--- src/rtl/core/imhq_ram.sv ---
`timescale 1ns / 1ps
// Generic simple dual-port RAM: one write port, one read port, registered read.
// No dependencies.
module imhq_ram #(
    parameter int WIDTH = 8,
    parameter int DEPTH = 16
) (
    input  logic                     i_clk,
    input  logic                     i_we,
    input  logic [$clog2(DEPTH)-1:0] i_waddr,
    input  logic [WIDTH-1:0]         i_wdata,
    input  logic [$clog2(DEPTH)-1:0] i_raddr,
    output logic [WIDTH-1:0]         o_rdata
);

    logic [WIDTH-1:0] r_mem [DEPTH];
    logic [WIDTH-1:0] r_rdata;

    always_ff @(posedge i_clk) begin
        if (i_we) begin
            r_mem[i_waddr] <= i_wdata;
        end
        r_rdata <= r_mem[i_raddr];
    end

    assign o_rdata = r_rdata;

endmodule

--- config.mk ---
export PLATFORM = sky130hd
export DESIGN_NAME = imhq_ram
export DESIGN_NICKNAME = d
export VERILOG_FILES = /design/src/rtl/core/imhq_ram.sv
export SDC_FILE = /design/constraint.sdc
export NUM_CORES = 1
export LEC_CHECK = 0
export BUFFER_PORTS_ARGS = -buffer_cell sky130_fd_sc_hd__buf_2
export CAP_MARGIN = 40
export CORE_MARGIN = 5
export CORE_UTILIZATION = 50
export CTS_CLUSTER_DIAMETER = 50
export CTS_CLUSTER_SIZE = 8
export DETAILED_ROUTE_END_ITERATION = 10
export HOLD_SLACK_MARGIN = 0.02
export PLACE_DENSITY = 0.67
export SETUP_SLACK_MARGIN = 0.5
export SYNTH_ARGS = -nofsm -noshare
export SYNTH_HDL_FRONTEND = slang
export SYNTH_SLANG_ARGS = --single-unit
--- constraint.sdc ---
create_clock -name i_clk -period 2.7 [get_ports i_clk]
set_clock_uncertainty 0.15 [all_clocks]
set_input_delay 0.405 -clock i_clk [delete_from_list [all_inputs] [get_ports i_clk]]
set_output_delay 0.405 -clock i_clk [all_outputs]
set_load 0.05 [all_outputs]
# Word-level counts from Yosys, hierarchy flattened
# Memories as Yosys holds them, arrays and structs flattened. A register that Yosys moved wholly into a read port is not among the register bits.
# Index checks and enable logic that the tools add are counted.
[word_totals]
regBits = 0
ramBits = 128
inputBits = 18
wordCells = 3
mem_count = 1
[memory_table]
columns = ["memory", "depth", "width", "rd", "rd_clocked_by_memory_dff", "write_ports", "line_no", "source"]
rows = [
  ["r_mem", 16, 8, 1, 1, 1, "16", "logic [WIDTH-1:0] r_mem [DEPTH];"],
]
[classes]
mux = 2
[ops]
columns = ["op", "n"]
rows = [
  ["1-bit two-way mux", 2],
]

# Depth between registers and ports, before layout
[logic_depth]
word_depth = 2
ltp_mapped = 5

# Worst setup path before layout
# OpenSTA, ideal clock, no wires.
[synth_timing]
path_kind = "input to register"
from = "input i_waddr[2]"
to = "memory r_mem[0][0], enable pin"
setup_ps = 383
t_arrival_ps = 1515
required_ps = 2167
setup_slack_ps = 652
stages = 2
path_buffers = 0
path_cell_list = "or3b_2 nor3_1"
[synth_lines]
columns = ["element", "line_no", "source"]
rows = [
  ["start: declaration", "10", "input logic [$clog2(DEPTH)-1:0] i_waddr,"],
  ["end: declaration", "16", ""],
]
# Straight into the memory's write port.

# Final worst setup path
[layout_timing]
from = "register r_rdata[5], in the netlist o_rdata[5] (read register of r_mem)"
to = "output o_rdata[5]"
[layout_lines]
columns = ["element", "line_no", "source"]
rows = [
  ["start: declaration", "17", "logic [WIDTH-1:0] r_rdata;"],
  ["end: declaration", "13", "output logic [WIDTH-1:0] o_rdata"],
]
# No word-level cell between the ends.

==> results.ini <==
[setup_path]
required_ns=2.14
worst-path-buf-inv=1
path_class=reg2out
worstPathCellList=buf_2
max_stage_delay_ns=0.35
path_depth=1
critPathArrivalTime_ns=1.14
slowest_stage=dfxtp_1
startpoint_type=flip-flop
cp_top_family=flip-flops
path_max_fanout=1
reg2reg_depth=3
end_kind=primary output

[layout]
drive_gt1_share_pct=29.4
instances_no_fill=429
fillers=743
n_antenna_cell=0
nNetsFinal=298
fin_util_pct=59.5
register_area_mm2=0.00400
syn_to_final_growth_pct=17.7
multi_input_area_mm2=0.00106

[timing]
grt_setup_unrepaired=no
finalCritPeriodShare_pct=62.9
hold_viol_final=0
setup_viol=0
fin_ws_ns=1.00
finalWorstPathRequiredPeriod_ns=1.70
fmax_mhz=589
slew_headroom_pct=49.4
worstMarginPinSlew_ns=0.758
finalMaxSlewViolations=0
finalSetupTns_ns=0

[synth]
synthAdderAreaFrac_pct=0
synth_mux_area_share_pct=15.0
synth_seq_cells=136
ys_seq_area_share_pct=77.8
syn_nets=247
yosysWarnings=0
synth_cell_types=19
synth_xor_area_share_pct=0
syn-instance-count=229
syn-cell-area_mm2=0.00515
synth_simple_gate_area_share_pct=3.18
synth_area_per_cell_um2=22.5
synth_compound_area_share_pct=2.33
synth_top_family_by_area=multiplexers

[floorplanning]
start_util_pct=50.5
core_mm2=0.0102
die-area_mm2=0.0124
io_pins=26
die_w_um=111
die_height_um=111
row_count=37

[clock_network]
clockBufferDepth=2
cts_tree=yes
post_cts.repair.setup_buffers=0
clock_latency_ns=0.52
cts_resized=0
h-tree-depth=4
cts_buffers=17
clk_pin_slew_ns=0.06
clock_sinks=136
cts-root-buf=clkbuf_8
holdBufCountCts=0

[place]
port_buffers=25
place_inst=397
place_ws_ns=0.579
dpl.hpwl_um=6030
gp_congestion=0.740

[power]
power_density_mw_per_mm2=785
ir_worst_vdd_v=0.000381
power_mw=4.75
p_leak_nw=2.06

[routing]
routedWlPerCell_um=22.2
totalWireLength_um=9530
drtAntennaViolNets=0
detail_route.first_pass.iterations=4
drt_iter0_markers=159
drc=0
vias_per_cell=5.63
via_count=2417

[global_routing]
grt_pass1_vias=2483
grt_use_total_pct=16.8
grt_max_degree=33
antenna_found_initial=0
grt_first_pass_wirelength_um=14900
globalRouteOverflowTotal=0

[status]
outcome=complete, no violations

[flow_run]
drv_cap=0

[min_path]
hold_depth=1
hp-class=in2reg

[routing by layer]
metal | up-vias | track usage [%] | part of all wire (%)
li1 | 1076 | - | -
met1 | 1249 | 23.5 | 44
met2 | 80 | 24.8 | 50
met3 | 12 | 6.03 | 5.3
met4 | 0 | 6.08 | 1.2
met5 | - | 0 | 0
[flip-flops by register name (all words and copies together), names as in the netlist]
name     cells
o_rdata      8
r_mem      128
[power by group]
group          total [mW]  internal [mW]  leakage, nW  switching (mW)
combinational       0.261         0.0937        0.570           0.168
clock                2.12           1.34        0.267           0.775
sequential           2.37           2.36         1.22          0.0128
total                4.75           3.80         2.06           0.956
[Yosys cell counts (all sizes together)]
library cell   number  share of area (%)
nand2b              2               0.24
and2b               1               0.15
nand3               1              0.097
nor3                4               0.39
a22oi              16                2.3
nand2               9               0.66
or3b                1               0.17
dfxtp               8                3.1
nor2               13               0.95
and2                1               0.12
buf                 7                1.1
mux4               32                 15
nand3b              2               0.29
edfxtp            128                 75
nor2b               1               0.12
clkdlybuf4s25       3               0.58
[cells in the final DEF, fill, tap and decap left out, drive strengths merged]
cell	instances
edfxtp	128
buf	42
mux4	32
clkbuf	29
a22oi	16
nor2	13
nand2	9
dfxtp	8
nor3	4
nand3b	2
nand2b	2
nor2b	1
and2	1
and2b	1
nand3	1
or3b	1
clkinvlp	1
bufinv	1
clkinv	1
[worst paths after layout]
check / slack [ns] / to / from
hold / removal: 0.12 / r_mem[2][7]$_DFFE_PP_ / i_wdata[7]
setup reg to reg: 1.18 / o_rdata[2]$_DFF_P_ / r_mem[0][2]$_DFFE_PP_
hold reg to reg: 0.53 / o_rdata[4]$_DFF_P_ / r_mem[12][4]$_DFFE_PP_
setup / recovery: 1.00 / o_rdata[5] / o_rdata[5]$_DFF_P_
[cell families (layout without fill, tap and decap cells)]
logic type | Yosys count | count (layout)
AO/OA/AOI/OAI | 16 | 16
buffers and inverters | 10 | 74
flip-flops | 136 | 136
multiplexers | 32 | 32
AND/OR/NAND/NOR | 35 | 35
[metrics by stage]
stage	area (um^2)	hold slack (ns)
global route	6060	0.105
global placement	5510	0.508
CTS	6060	0.0917
detailed placement	5510	0.517
floorplan	5150	0.354
finish	6060	0.122
[final cells by class]
type / instances / area share (%)
Clock buffer: 29 / 8.40
Clock inverter: 3 / 0.702
Multi-Input combinational cell: 83 / 17.4
Sequential cell: 136 / 66.1
Tap cell: 136 / 2.81
Timing Repair Buffer: 42 / 4.58
Note: power is estimated with default switching activity, not from simulation.
